==> src/prl_pkg.sv <==
`default_nettype none
// ----------------------------------------------------------------------------
// prl_pkg
// Shared types, widths and arithmetic step functions for the pose leveler.
// ----------------------------------------------------------------------------
package prl_pkg;

  localparam int FRAC_BITS   = 14;
  localparam int DATA_W      = 16;
  localparam int SQ_W        = 2 * DATA_W;
  localparam int ROOT_W      = SQ_W / 2;
  localparam int REM_W       = ROOT_W + 4;
  localparam int SQRT_PER    = 2;
  localparam int SQRT_STAGES = (ROOT_W + SQRT_PER - 1) / SQRT_PER;
  localparam int NUM_W       = DATA_W + FRAC_BITS;
  localparam int DIV_PER     = 3;
  localparam int DIV_STAGES  = (NUM_W + DIV_PER - 1) / DIV_PER;
  localparam int NUM_PAD     = DIV_STAGES * DIV_PER;
  localparam int DREM_W      = ROOT_W + 1;
  localparam int SAT_W       = 64;
  localparam int PROD_W      = 2 * DATA_W;

  localparam logic [31:0] THRESH_RESET = 32'd26844;

  typedef logic signed [DATA_W-1:0] ent_t;

  typedef struct packed {
    logic mode;
    ent_t right_x;
    ent_t right_y;
    ent_t right_z;
    ent_t up_x;
    ent_t up_y;
    ent_t up_z;
    ent_t back_x;
    ent_t back_y;
    ent_t back_z;
  } in_t;

  typedef struct packed {
    ent_t new_right_x;
    ent_t new_right_y;
    ent_t new_right_z;
    ent_t new_up_x;
    ent_t new_up_y;
    ent_t new_up_z;
    ent_t new_back_x;
    ent_t new_back_y;
    ent_t new_back_z;
    logic leveled;
  } out_t;

  typedef struct packed {
    logic [SQ_W-1:0]   x;
    logic [REM_W-1:0]  rem;
    logic [ROOT_W-1:0] root;
  } sqrt_st_t;

  typedef struct packed {
    logic [NUM_PAD-1:0] num;
    logic [DREM_W-1:0]  rem;
    logic [NUM_PAD-1:0] quo;
  } div_st_t;

  typedef struct packed {
    logic v;
    logic lev;
    in_t  item;
  } side_t;

  function automatic ent_t sat16(logic signed [SAT_W-1:0] v);
    logic signed [SAT_W-1:0] hi;
    logic signed [SAT_W-1:0] lo;
    hi = SAT_W'(signed'({1'b0, {(DATA_W-1){1'b1}}}));
    lo = -hi - SAT_W'(1);
    if (v > hi) return ent_t'(hi);
    if (v < lo) return ent_t'(lo);
    return ent_t'(v);
  endfunction

  localparam ent_t UNIT_Q = sat16(SAT_W'(64'sd1 <<< FRAC_BITS));

  // one result bit of the square root, two radicand bits consumed
  function automatic sqrt_st_t sqrt_iter(sqrt_st_t s);
    sqrt_st_t n;
    logic [REM_W-1:0] trial;
    n.rem  = {s.rem[REM_W-3:0], s.x[SQ_W-1 -: 2]};
    n.x    = s.x << 2;
    trial  = REM_W'({s.root, 2'b01});
    if (n.rem >= trial) begin
      n.rem  = n.rem - trial;
      n.root = {s.root[ROOT_W-2:0], 1'b1};
    end else begin
      n.root = {s.root[ROOT_W-2:0], 1'b0};
    end
    return n;
  endfunction

  // one quotient bit of restoring division
  function automatic div_st_t div_iter(div_st_t s, logic [ROOT_W-1:0] den);
    div_st_t n;
    n.rem = {s.rem[DREM_W-2:0], s.num[NUM_PAD-1]};
    n.num = s.num << 1;
    if (n.rem >= DREM_W'(den)) begin
      n.rem = n.rem - DREM_W'(den);
      n.quo = {s.quo[NUM_PAD-2:0], 1'b1};
    end else begin
      n.quo = {s.quo[NUM_PAD-2:0], 1'b0};
    end
    return n;
  endfunction

endpackage
`default_nettype wire

==> src/prl_isqrt.sv <==
`default_nettype none
// ----------------------------------------------------------------------------
// prl_isqrt
// Pipelined floor square root, SQRT_PER result bits per stage.
// ----------------------------------------------------------------------------
module prl_isqrt (
  input  wire logic                        clk,
  input  wire logic                        en,
  input  wire logic [prl_pkg::SQ_W-1:0]    radicand,
  output logic      [prl_pkg::ROOT_W-1:0]  root
);

  prl_pkg::sqrt_st_t st[prl_pkg::SQRT_STAGES];

  for (genvar s = 0; s < prl_pkg::SQRT_STAGES; s++) begin : g_stage
    prl_pkg::sqrt_st_t nxt;
    always_comb begin
      if (s == 0) begin
        nxt = '{x: radicand, rem: '0, root: '0};
      end else begin
        nxt = st[(s == 0) ? 0 : s-1];
      end
      for (int k = 0; k < prl_pkg::SQRT_PER; k++) begin
        nxt = prl_pkg::sqrt_iter(nxt);
      end
    end
    always_ff @(posedge clk) begin
      if (en) begin
        st[s] <= nxt;
      end
    end
  end

  assign root = st[prl_pkg::SQRT_STAGES-1].root;

endmodule
`default_nettype wire

==> config.mk <==
export PLATFORM = sky130hd
export DESIGN_NAME = prl_isqrt
export DESIGN_NICKNAME = d
export VERILOG_FILES = /design/src/prl_pkg.sv /design/src/prl_isqrt.sv
export SDC_FILE = /design/constraint.sdc
export NUM_CORES = 1
export LEC_CHECK = 0
export BUFFER_PORTS_ARGS = -buffer_cell sky130_fd_sc_hd__buf_2
export CAP_MARGIN = 20
export CORE_UTILIZATION = 59
export CTS_BUF_LIST = sky130_fd_sc_hd__clkbuf_8
export CTS_CLUSTER_SIZE = 12
export DETAILED_ROUTE_END_ITERATION = 7
export HOLD_SLACK_MARGIN = 0.02
export PLACE_DENSITY = 0.79
export SLEW_MARGIN = 20
export SYNTH_ARGS = -nofsm -noshare
export SYNTH_HDL_FRONTEND = slang
export SYNTH_SLANG_ARGS = --single-unit
==> constraint.sdc <==
create_clock -name clk -period 5.1 [get_ports clk]
set_input_delay 0.51 -clock clk [delete_from_list [all_inputs] [get_ports clk]]
set_output_delay 0.51 -clock clk [all_outputs]
set_load 0.02 [all_outputs]
# Word-level counts from Yosys, hierarchy flattened
# Memory sizes are Yosys's and may differ from the RTL's.
# Cells that the tools add are included.
[totals]
n_memories = 1
word_cells = 67
inputBits = 34
register_bits = 0
mem_bits_rw = 512
[classes]
n_lt_le_gt_ge = 16
n_addsub = 16
mux = 34
[mem_list]
columns = ["name", "words", "width", "rd", "rd_ports_with_merged_regs", "wr", "line_no", "rtl"]
rows = [
  ["st", 8, 64, 8, 0, 8, "prl_isqrt.sv:13", "prl_pkg::sqrt_st_t st[prl_pkg::SQRT_STAGES];"],
]
[op_table]
columns = ["op", "n"]
rows = [
  ["$ge A20 B18 Y1", 14],
  ["$mux W20", 8],
  ["$mux W18", 8],
  ["$sub A20 B18 Y20", 7],
  ["$sub A18 B18 Y18", 7],
  ["$ge A20 B3 Y1", 1],
  ["$sub A20 B3 Y20", 1],
  ["$mux W1", 18],
  ["$sub A2 B1 Y3 const B", 1],
  ["$ge A2 B1 Y1 const B", 1],
]

# Longest topological paths before layout
# An unclocked memory read counts as a cell.
[depth]
ltp_word = 5
depth_mapped = 25
mapped_depth_nobuf = 21

# Least setup slack after synthesis
# No wires, ideal clock.
[synth_path]
path_type = "register -> register"
startpoint = "mem st[1][25] (netlist bit)"
endpoint = "mem st[1][90] (netlist bit), data pin"
arrival_ns = 4.995
setup_time_ns = 0.260
path_buffers = 6
period_less_slack_ns = 5.255
required_ns = 4.840
stages_incl_launch_ff = 24
path_slack_ns = -0.155
cell_sequence = "edfxtp_1 ha_1 clkbuf_1 nand4_1 or3_1 and3_1 clkbuf_1 and2_1 nand2_1 clkbuf_1 buf_1 a21oi_1 ha_1 and3_1 nand3_1 nor2_1 and4_1 a31oi_1 o21bai_1 o2111ai_1 or3_1 clkbuf_1 clkbuf_1 mux2_2"
[synth_rtl]
columns = ["element", "line_no"]
rows = [
  ["start, declared", "prl_isqrt.sv:13"],
]

==> metrics.txt <==
outcome finished, final reports clean; Die Y 183 µm; Remaining Overflow, GRT 0; register area share after synthesis 0.469; fin cells 2,439; Top reg by flops st; Post-synth EDFFs 302; WL final 43,300 µm; hold-critical path depth 1; reg2reg end st[1][152]; post-layout util 0.673; final setup violation count 0; Pwr Density 420 mW/mm²; post-synthesis async set-or-reset flop share 0; Final Slew Violations 0; Syn Inst Count 1,860; crit-path max FO 17; worst slew pin tran 0.818 ns; CP startpoint kind flip-flop; crit end category flip-flop; CP Class reg -> reg; CP required 5.48 ns; Seq cells post-synth 302; area grow syn2layout 11.0%; die width 183 µm; IO Count 50; max reg flops 302; largest net degree at the start of global routing 111; vias in the first global route 14,000; RR Startpoint st[1][87]; Post-Place Cells 2,322; Largest regs st: 302 flops; clk_skew 0.0282 ns; standard-cell rows 65; worst skew pair latency 0.65 ns; final instance area 0.0215 mm²; top-count cell post-synth edfxtp_1; CTS tree built; Tot GR Track Use 0.263; top post-synthesis cells by area edfxtp_1 47%, ha_1 9.6%, xnor2_1 4.3%, a21oi_1 3.9%, nor2_1 3.0%; Reg clk slew, reported paths 0.06 ns; Initial Util 0.606; cts bufs inserted 51; Final ANT Viol Nets 0; post-synth top area share 0.469; synth warn 0; Root Buffer clkbuf_8; port bufs 49; # DRC 0; crit share post-route 0.973; distinct cell type count after synthesis 84; Slew headroom 0.452; Clock Path Buffers 3; Mapped Area 0.0193 mm²; max-cap violations 0; DP Wirelength 32,100 µm; Syn Area/Cell 10.4 µm²; Avg Vias per Cell 5.96; Post-DP Area 0.0201 mm²; R2R depth 16; core outline area 0.0319 mm²; drt pass-1 iters 5; ratio of cells with drive above 1 in the final layout 0.112; antenna cells 0; initial antenna violation count 0; fill count 2,508; main flop type after synthesis edfxtp_1; H-tree levels 2; minimum clock period 4.96 ns; cell taking the most area after synthesis edfxtp_1; drt initial violations 1,114; die area 0.0335 mm²; Worst Hold Endpoint st[0][58]; first-pass GRT wire length 69,700 µm; routability cong. 0.922; leakage 8.63 nW; Final nets 2,151; Min-Delay Path Class in -> reg; Via Count 14,500; hold_sp radicand[22]; R2R Setup Slk 0.14 ns; setup TNS 0 ns; Wirelength per Cell 17.8 µm; final hold violation count 0; Worst VDD drop 310 µV; synth cell count leaders 302 x edfxtp_1, 153 x nor2_1, 151 x a21oi_1, 149 x ha_1, 123 x inv_1; clock sink count 302; FMAX 202 MHz; worst endpoint data arrival time 5.34 ns; Final Power 9.00 mW
-- final cells by class --
type | count | area [µm²] | share of cell area
multi-input cells | 1376 | 9590 | 0.447
flip-flops and latches | 302 | 9070 | 0.423
repair buffers | 110 | 810 | 0.0377
clock buffers | 51 | 702 | 0.0327
well taps | 435 | 544 | 0.0254
inverters | 127 | 479 | 0.0223
clock inverters | 38 | 267 | 0.0124
-- worst max path at each step --
stage	slack, ns	startpoint	to
floorplan	0.02	st[1][25]	st[1][90]
global placement	0.002	st[1][87]	st[1][149]
detailed placement	-0.002	st[1][87]	st[1][149]
CTS	0.02	st[1][25]	st[1][89]
global route	-0.01	st[1][8]	st[1][89]
finish	0.14	st[1][87]	st[1][152]
-- per-stage QoR --
step | hold slack, ns | setup WS, ns
4_1_cts | 0.0235 | 0.0231
3_3_place_gp | 0.400 | 0.00204
3_5_place_dp | 0.405 | -0.00207
2_1_floorplan | 0.400 | 0.0245
5_1_grt | 0.0469 | -0.0118
6_report | 0.0608 | 0.139
-- report_power, final --
part | internal (mW) | total, mW | switching, mW
Sequential | 3.26 | 3.56 | 0.302
Clock | 1.09 | 2.10 | 1.01
Combinational | 1.46 | 3.34 | 1.88
-- cell usage in the layout, fill, tap and decap left out, drive strengths merged, types with 6 or more instances in the layout --
cell type	netlist	layout
a2111oi	7	7
a211o	7	7
a211oi	23	23
a21boi	6	6
a21o	47	47
a21oi	151	151
a31oi	13	13
and2	11	11
and3	12	12
buf	28	83
clkbuf	28	51
clkinv	0	19
dlygate4sd3	0	27
edfxtp	302	302
ha	149	149
inv	127	142
mux2	24	24
mux2i	11	11
nand2	122	122
nand2b	30	30
nand3	40	40
nand3b	11	11
nand4	30	30
nand4b	8	8
nor2	154	154
nor2b	21	21
nor3	48	48
nor4	24	24
o211ai	11	11
o21a	23	23
o21ai	90	90
o21bai	6	6
o31a	9	9
o31ai	12	12
or2	13	13
or3	22	22
or4	7	7
xnor2	95	95
xor2	65	65
-- cell families (layout without fill, tap and decap cells) --
group,Yosys count,count (layout),share of synthesized area
adders and majority gates,149,149,0.0964
muxes,35,35,0.0199
xor gates and xnor gates,160,160,0.0725
buffers and inverters,183,326,0.0393
and+or+nand+nor,575,575,0.153
DFF,302,302,0.469
AOI/OAI and AO/OA,455,455,0.150
other,1,2,0.000194
-- per-layer routing --
metal	global-route usage	wire length, µm	vias to the layer above
met4	0.0977	1200	0
met2	0.426	19900	439
li1	-	-	7128
met5	0	0	-
met3	0.0361	2590	82
met1	0.362	19600	6899
-- worst max-delay path, cell delays in order (launching register included) --
cell	delay (ns)
edfxtp_1	0.42
ha_1	0.40
nand4_1	0.19
or4_4	0.57
o31a_1	0.39
o211ai_4	0.19
inv_4	0.17
ha_2	0.42
nand2_1	0.07
nor2_1	0.24
o2111ai_1	0.25
o311a_1	0.26
o21ai_1	0.20
nor3_1	0.10
o211ai_1	0.23
buf_4	0.25
mux2_2	0.35
-- timing repair --
item | CTS | global route
resized for setup | 1 | 24
hold buffers | 27 | 0
pin swaps | 0 | 2
buffers inserted | 0 | 1
endpoints found under the hold margin | 27 | 0
endpoints found under the setup margin | 2 | 46
No activity file was read; power rests on OpenSTA's default activity.
