===== src/prl_pkg.sv =====
`default_nettype none
// ----------------------------------------------------------------------------
// prl_pkg
// Shared types, widths and arithmetic step functions for the pose leveler.
// ----------------------------------------------------------------------------
package prl_pkg;

  localparam int FRAC_BITS   = 14;
  localparam int DATA_W      = 16;
  localparam int SQ_W        = 2 * DATA_W;
  localparam int ROOT_W      = SQ_W / 2;
  localparam int REM_W       = ROOT_W + 4;
  localparam int SQRT_PER    = 2;
  localparam int SQRT_STAGES = (ROOT_W + SQRT_PER - 1) / SQRT_PER;
  localparam int NUM_W       = DATA_W + FRAC_BITS;
  localparam int DIV_PER     = 3;
  localparam int DIV_STAGES  = (NUM_W + DIV_PER - 1) / DIV_PER;
  localparam int NUM_PAD     = DIV_STAGES * DIV_PER;
  localparam int DREM_W      = ROOT_W + 1;
  localparam int SAT_W       = 64;
  localparam int PROD_W      = 2 * DATA_W;

  localparam logic [31:0] THRESH_RESET = 32'd26844;

  typedef logic signed [DATA_W-1:0] ent_t;

  typedef struct packed {
    logic mode;
    ent_t right_x;
    ent_t right_y;
    ent_t right_z;
    ent_t up_x;
    ent_t up_y;
    ent_t up_z;
    ent_t back_x;
    ent_t back_y;
    ent_t back_z;
  } in_t;

  typedef struct packed {
    ent_t new_right_x;
    ent_t new_right_y;
    ent_t new_right_z;
    ent_t new_up_x;
    ent_t new_up_y;
    ent_t new_up_z;
    ent_t new_back_x;
    ent_t new_back_y;
    ent_t new_back_z;
    logic leveled;
  } out_t;

  typedef struct packed {
    logic [SQ_W-1:0]   x;
    logic [REM_W-1:0]  rem;
    logic [ROOT_W-1:0] root;
  } sqrt_st_t;

  typedef struct packed {
    logic [NUM_PAD-1:0] num;
    logic [DREM_W-1:0]  rem;
    logic [NUM_PAD-1:0] quo;
  } div_st_t;

  typedef struct packed {
    logic v;
    logic lev;
    in_t  item;
  } side_t;

  function automatic ent_t sat16(logic signed [SAT_W-1:0] v);
    logic signed [SAT_W-1:0] hi;
    logic signed [SAT_W-1:0] lo;
    hi = SAT_W'(signed'({1'b0, {(DATA_W-1){1'b1}}}));
    lo = -hi - SAT_W'(1);
    if (v > hi) return ent_t'(hi);
    if (v < lo) return ent_t'(lo);
    return ent_t'(v);
  endfunction

  localparam ent_t UNIT_Q = sat16(SAT_W'(64'sd1 <<< FRAC_BITS));

  // one result bit of the square root, two radicand bits consumed
  function automatic sqrt_st_t sqrt_iter(sqrt_st_t s);
    sqrt_st_t n;
    logic [REM_W-1:0] trial;
    n.rem  = {s.rem[REM_W-3:0], s.x[SQ_W-1 -: 2]};
    n.x    = s.x << 2;
    trial  = REM_W'({s.root, 2'b01});
    if (n.rem >= trial) begin
      n.rem  = n.rem - trial;
      n.root = {s.root[ROOT_W-2:0], 1'b1};
    end else begin
      n.root = {s.root[ROOT_W-2:0], 1'b0};
    end
    return n;
  endfunction

  // one quotient bit of restoring division
  function automatic div_st_t div_iter(div_st_t s, logic [ROOT_W-1:0] den);
    div_st_t n;
    n.rem = {s.rem[DREM_W-2:0], s.num[NUM_PAD-1]};
    n.num = s.num << 1;
    if (n.rem >= DREM_W'(den)) begin
      n.rem = n.rem - DREM_W'(den);
      n.quo = {s.quo[NUM_PAD-2:0], 1'b1};
    end else begin
      n.quo = {s.quo[NUM_PAD-2:0], 1'b0};
    end
    return n;
  endfunction

endpackage
`default_nettype wire


===== src/prl_div.sv =====
`default_nettype none
// ----------------------------------------------------------------------------
// prl_div
// Pipelined unsigned restoring divider, DIV_PER quotient bits per stage.
// ----------------------------------------------------------------------------
module prl_div (
  input  wire logic                         clk,
  input  wire logic                         en,
  input  wire logic [prl_pkg::NUM_PAD-1:0]  num,
  input  wire logic [prl_pkg::ROOT_W-1:0]   den,
  output logic      [prl_pkg::NUM_PAD-1:0]  quo
);

  prl_pkg::div_st_t          st[prl_pkg::DIV_STAGES];
  logic [prl_pkg::ROOT_W-1:0] den_r[prl_pkg::DIV_STAGES];

  for (genvar s = 0; s < prl_pkg::DIV_STAGES; s++) begin : g_stage
    prl_pkg::div_st_t           nxt;
    logic [prl_pkg::ROOT_W-1:0] d;
    always_comb begin
      if (s == 0) begin
        nxt = '{num: num, rem: '0, quo: '0};
        d   = den;
      end else begin
        nxt = st[(s == 0) ? 0 : s-1];
        d   = den_r[(s == 0) ? 0 : s-1];
      end
      for (int k = 0; k < prl_pkg::DIV_PER; k++) begin
        nxt = prl_pkg::div_iter(nxt, d);
      end
    end
    always_ff @(posedge clk) begin
      if (en) begin
        st[s]    <= nxt;
        den_r[s] <= d;
      end
    end
  end

  assign quo = st[prl_pkg::DIV_STAGES-1].quo;

endmodule
`default_nettype wire

===== config.mk =====
export PLATFORM = sky130hd
export DESIGN_NAME = prl_div
export DESIGN_NICKNAME = d
export VERILOG_FILES = /design/src/prl_pkg.sv /design/src/prl_div.sv
export SDC_FILE = /design/constraint.sdc
export NUM_CORES = 2
export LEC_CHECK = 0
export ABC_AREA = 1
export BUFFER_PORTS_ARGS = -buffer_cell sky130_fd_sc_hd__buf_2
export CAP_MARGIN = 20
export CORE_MARGIN = 2
export CORE_UTILIZATION = 60
export DETAILED_ROUTE_END_ITERATION = 8
export GPL_TIMING_DRIVEN = 0
export MAX_ROUTING_LAYER = met4
export PLACE_DENSITY = 0.79
export SLEW_MARGIN = 20
export SYNTH_ARGS = -nofsm -noshare
export SYNTH_HDL_FRONTEND = slang
export SYNTH_SLANG_ARGS = --single-unit

===== constraint.sdc =====
create_clock -name clk -period 6.8 [get_ports clk]
set_clock_uncertainty 0.1 [all_clocks]
set_input_delay 0 -clock clk [delete_from_list [all_inputs] [get_ports clk]]
set_output_delay 0 -clock clk [all_outputs]
set_load 0.02 [all_outputs]

After elaboration in Yosys (flattened, before gate mapping)
Memory sizes are Yosys's and may differ from the RTL's.
Index checks and enable logic that the tools add are counted.

word-level totals
  register bits = 0
  memory bits (writable) = 900
  output and inout port bits = 30
  word-level logic and storage cells = 124
  memories kept = 2

memory list
  memory  depth  width  rd ports  clocked after Yosys merged registers in  write ports  RTL line       text
  st      10     74     10        0                                        10           prl_div.sv:14  prl_pkg::div_st_t st[prl_pkg::DIV_STAGES];
  den_r   10     16     9         0                                        10           prl_div.sv:15  logic [prl_pkg::ROOT_W-1:0] den_r[prl_pkg::DIV_STAGES];

operators by class
  add/sub/neg operators = 30
  $lt $le $gt $ge = 30
  multiplexer cells = 62

operator list
  operator          number
  $ge A17 B16 Y1    29
  $mux W16          20
  $sub A16 B16 Y16  19
  $mux W17          10
  $sub A17 B16 Y17  10
  $mux W1           32
  $ge A1 B16 Y1     1
  $sub A1 B16 Y16   1

Logic depth before layout (Yosys ltp)
An unclocked memory read counts as a cell.

  word-level depth = 7
  mapped depth = 43

Least setup slack after synthesis
Ideal clock, no wire load.

  kind = reg2reg
  start = memory den_r[7][2] (netlist name)
  end = memory st[8][37] (netlist name), data pin
  data arrival time = 5.169 ns
  data required time = 6.448 ns
  slack = 1.278 ns
  cell stages (with the launch flop) = 43
  buffers on the path = 5
  period minus slack after synthesis = 5.522 ns
  cells stage by stage = edfxtp_1 -> inv_1 -> ha_1 -> buf_2 -> nand2_1 -> nand2_1 -> a21oi_1 -> nand2_1 -> nand2_1 -> nand2_1 -> nand2_1 -> nand2_2 -> inv_2 -> buf_4 -> buf_4 -> nand2_1 -> o21ai_0 -> ha_1 -> [... 7 more ...] -> nand3_1 -> buf_2 -> nand2_1 -> nand2_1 -> ha_1 -> a21oi_1 -> o21ai_0 -> a21oi_1 -> nand2_1 -> nand2_1 -> nand2_1 -> nand3_1 -> nand2_1 -> a21oi_2 -> nand2_4 -> buf_6 -> nand2_1 -> nand2_1

RTL lines
  item             RTL line
  start, declared  prl_div.sv:15
  end, declared    prl_div.sv:14

==> impl_metrics.tcl <==
set metrics [dict create \
    antenna_found_initial 1 \
    clock.fmax_ghz 0.153 \
    wl_per_cell_um 17.7 \
    syn_inst 5932 \
    io_pins 78 \
    yosys_warnings 0 \
    dr.pass1.iters 6 \
    ys_async_sr_fraction 0 \
    syn_to_final_growth_pct 12.3 \
    setup_viol 0 \
    gp_congestion 0.995 \
    drive_gt1_frac 0.0878 \
    path_class "flip-flop to flip-flop" \
    avgViaCountPerCell 5.63 \
    cp-end-kind "flip-flop" \
    netlist.top_cell.by_area "edfxtp_1" \
    status "complete, no violations" \
    synth_area_um2 46800 \
    syn_nets 6474 \
    worst_path_most_repeated_cell "nand2_1" \
    die_w_um 283 \
    grt_max_degree 113 \
    ys.flop_type "edfxtp_1" \
    rows 102 \
    htree_levels 3 \
    hpwl_um 101000 \
    ant_nets 0 \
    maxCapViolations 0 \
    first_iter_violations 3491 \
    wirelength_um 129000 \
    cts_tree "done" \
    period_share 0.961 \
    ys_seq_elements 588 \
    cts_buffers 68 \
    numPortBuffers 77 \
    fillCellCount 6571 \
    fin_tns_setup_ns 0 \
    synth-edff-count 588 \
    clockRootBuffer "clkbuf_16" \
    fp.dieH_um 283 \
    hp-class "input port to flip-flop" \
    yosysTopAreaCellShare 0.377 \
    grt_use_total 0.326 \
    slew_viol_final 0 \
    hold_violations 0 \
    netlist-cell-type-count 59 \
    hold_ws_ns 0.0193 \
    grt_pass1_vias 38800 \
    ys_seq_area_frac 0.377 \
    r2r_setup_slack_ns 0.26 \
    grt_setup_unrepaired "yes" \
    fp.coreArea_um2 77300 \
    cts.sinks 588 \
    syn_avg_cell_area_um2 7.89 \
    synth_area_leaders "edfxtp_1 38%, nand2_1 15%, ha_1 12%" \
    via_count 41200 \
    grt_pass1_wl_um 204000 \
    critPathMaxFanout 10 \
    grt-ovfl-total 0 \
    crit_path_max_incr_delay_ns 0.56 \
    cp.arrival_ns 6.90 \
    critical_path.slowest_cell "nor4_1" \
    max_slew.worst_pin.slew_ns 0.727 \
    die-area_um2 80200 \
    period_needed_ns 6.54 \
    nets 6751 \
    clockBufferDepth 3 \
    crit_required_ns 7.16 \
    drc 0 \
    clk_latency_ns 0.62 \
    initial_core_util 0.605 \
    slew_headroom 0.511 \
    fin_util 0.680 \
    critPathLaunchType "flip-flop" \
    clk_pin_slew_ns 0.06 \
]
==> cell families after synthesis <==
| kind of cell | count (synthesis) | synth area share |
|---|---|---|
| xor gates and xnor gates | 315 | 0.0590 |
| and+or+nand+nor | 2952 | 0.268 |
| adders and majority gates | 494 | 0.137 |
| DFF | 588 | 0.377 |
| AOI/OAI and AO/OA | 787 | 0.0921 |
| buffers and inverters | 796 | 0.0671 |
==> stage by stage <==
step                      instance area [um2]  cells  worst slack [ns]
after floorplan                         46800   5932              1.28
after global placement                  48500   7049             -2.81
after detailed placement                48700   7055            -0.302
after CTS                               51800   7255            0.0332
after global routing                    52600   7304           -0.0368
final                                   52600   7304             0.265
==> per-layer routing <==
layer / GRT usage / part of all wire / up-vias
met3: 0.0310 / 0.054 / 340
met2: 0.532 / 0.47 / 1350
met4: 0.142 / 0.046 / 0
li1: - / - / 20500
met5: - / 0 / -
met1: 0.416 / 0.43 / 18900
==> cell usage in the layout (no fill, tap or decap), drive strengths merged, types with 11 or more instances in the layout <==
master,instances
nand4,86
ha,466
dlygate4sd3,66
o21bai,21
a31oi,34
edfxtp,588
clkbuf,111
nor3,37
nand2,1926
or2,26
xor2,188
buf,193
o21ai,272
nor4,11
clkinv,25
xnor2,127
nand3,500
inv,718
o21a,19
a21oi,381
nand3b,44
a21o,24
fa,28
nor2,307
and2,11
==> state kept, by name, summed over array words and instances, names as in the netlist <==
register,cells
st,444
den_r,144
==> cell type report <==
| type | count | area, um2 | share of cell area |
|---|---|---|---|
| multi-input combinational | 4548 | 26400 | 0.503 |
| sequential | 588 | 17700 | 0.336 |
| inverter | 714 | 2690 | 0.0511 |
| buffer | 82 | 524 | 0.00997 |
| clock inverter | 43 | 528 | 0.0100 |
| clock buffer | 81 | 1770 | 0.0337 |
| antenna | 1 | 2.50 | 0.0000476 |
| timing repair buffer | 207 | 1660 | 0.0315 |
| tap | 1040 | 1300 | 0.0248 |
==> timing repair <==
item | in CTS | in global routing
setup endpoints to repair | 108 | 137
setup buffers | 10 | 48
hold buffers | 66 | 0
endpoints found under the hold margin | 153 | 0
pin swaps | 4 | 25
resized for setup | 24 | 182
==> cell usage after synthesis, drive strengths merged, types with 2 or more instances <==
cell,number
a211oi,5
a21boi,10
a21o,24
a21oi,381
a31o,3
a31oi,34
a41o,2
and2,11
and3,2
buf,66
clkbuf,16
edfxtp,588
fa,28
ha,466
inv,713
nand2,1926
nand3,500
nand3b,44
nand4,86
nor2,307
nor3,37
nor4,11
o2111ai,9
o21a,19
o21ai,272
o21bai,21
o41ai,2
or2,26
xnor2,127
xor2,188
==> critical path, delay by kind of cell (launching register included) <==
| kind | cells | cell delay [ns] |
|---|---|---|
| DFF | 1 | 0.50 |
| AOI/OAI and AO/OA | 7 | 1.28 |
| buffers and inverters | 6 | 1.16 |
| adders and majority gates | 3 | 1.21 |
| and+or+nand+nor | 14 | 2.09 |
==> final timing paths <==
check	depth (start not counted)	startpoint	endpoint
max	30	den_r[3][1]	st[4][44]
min	2	num[0]	st[0][47]
max reg2reg	30	den_r[3][1]	st[4][44]
min reg2reg	0	st[8][12]	st[9][15]
Power is left out: the tool's default activity adds up to more than one toggle a clock period on the data nets, which glitch-free logic cannot reach.
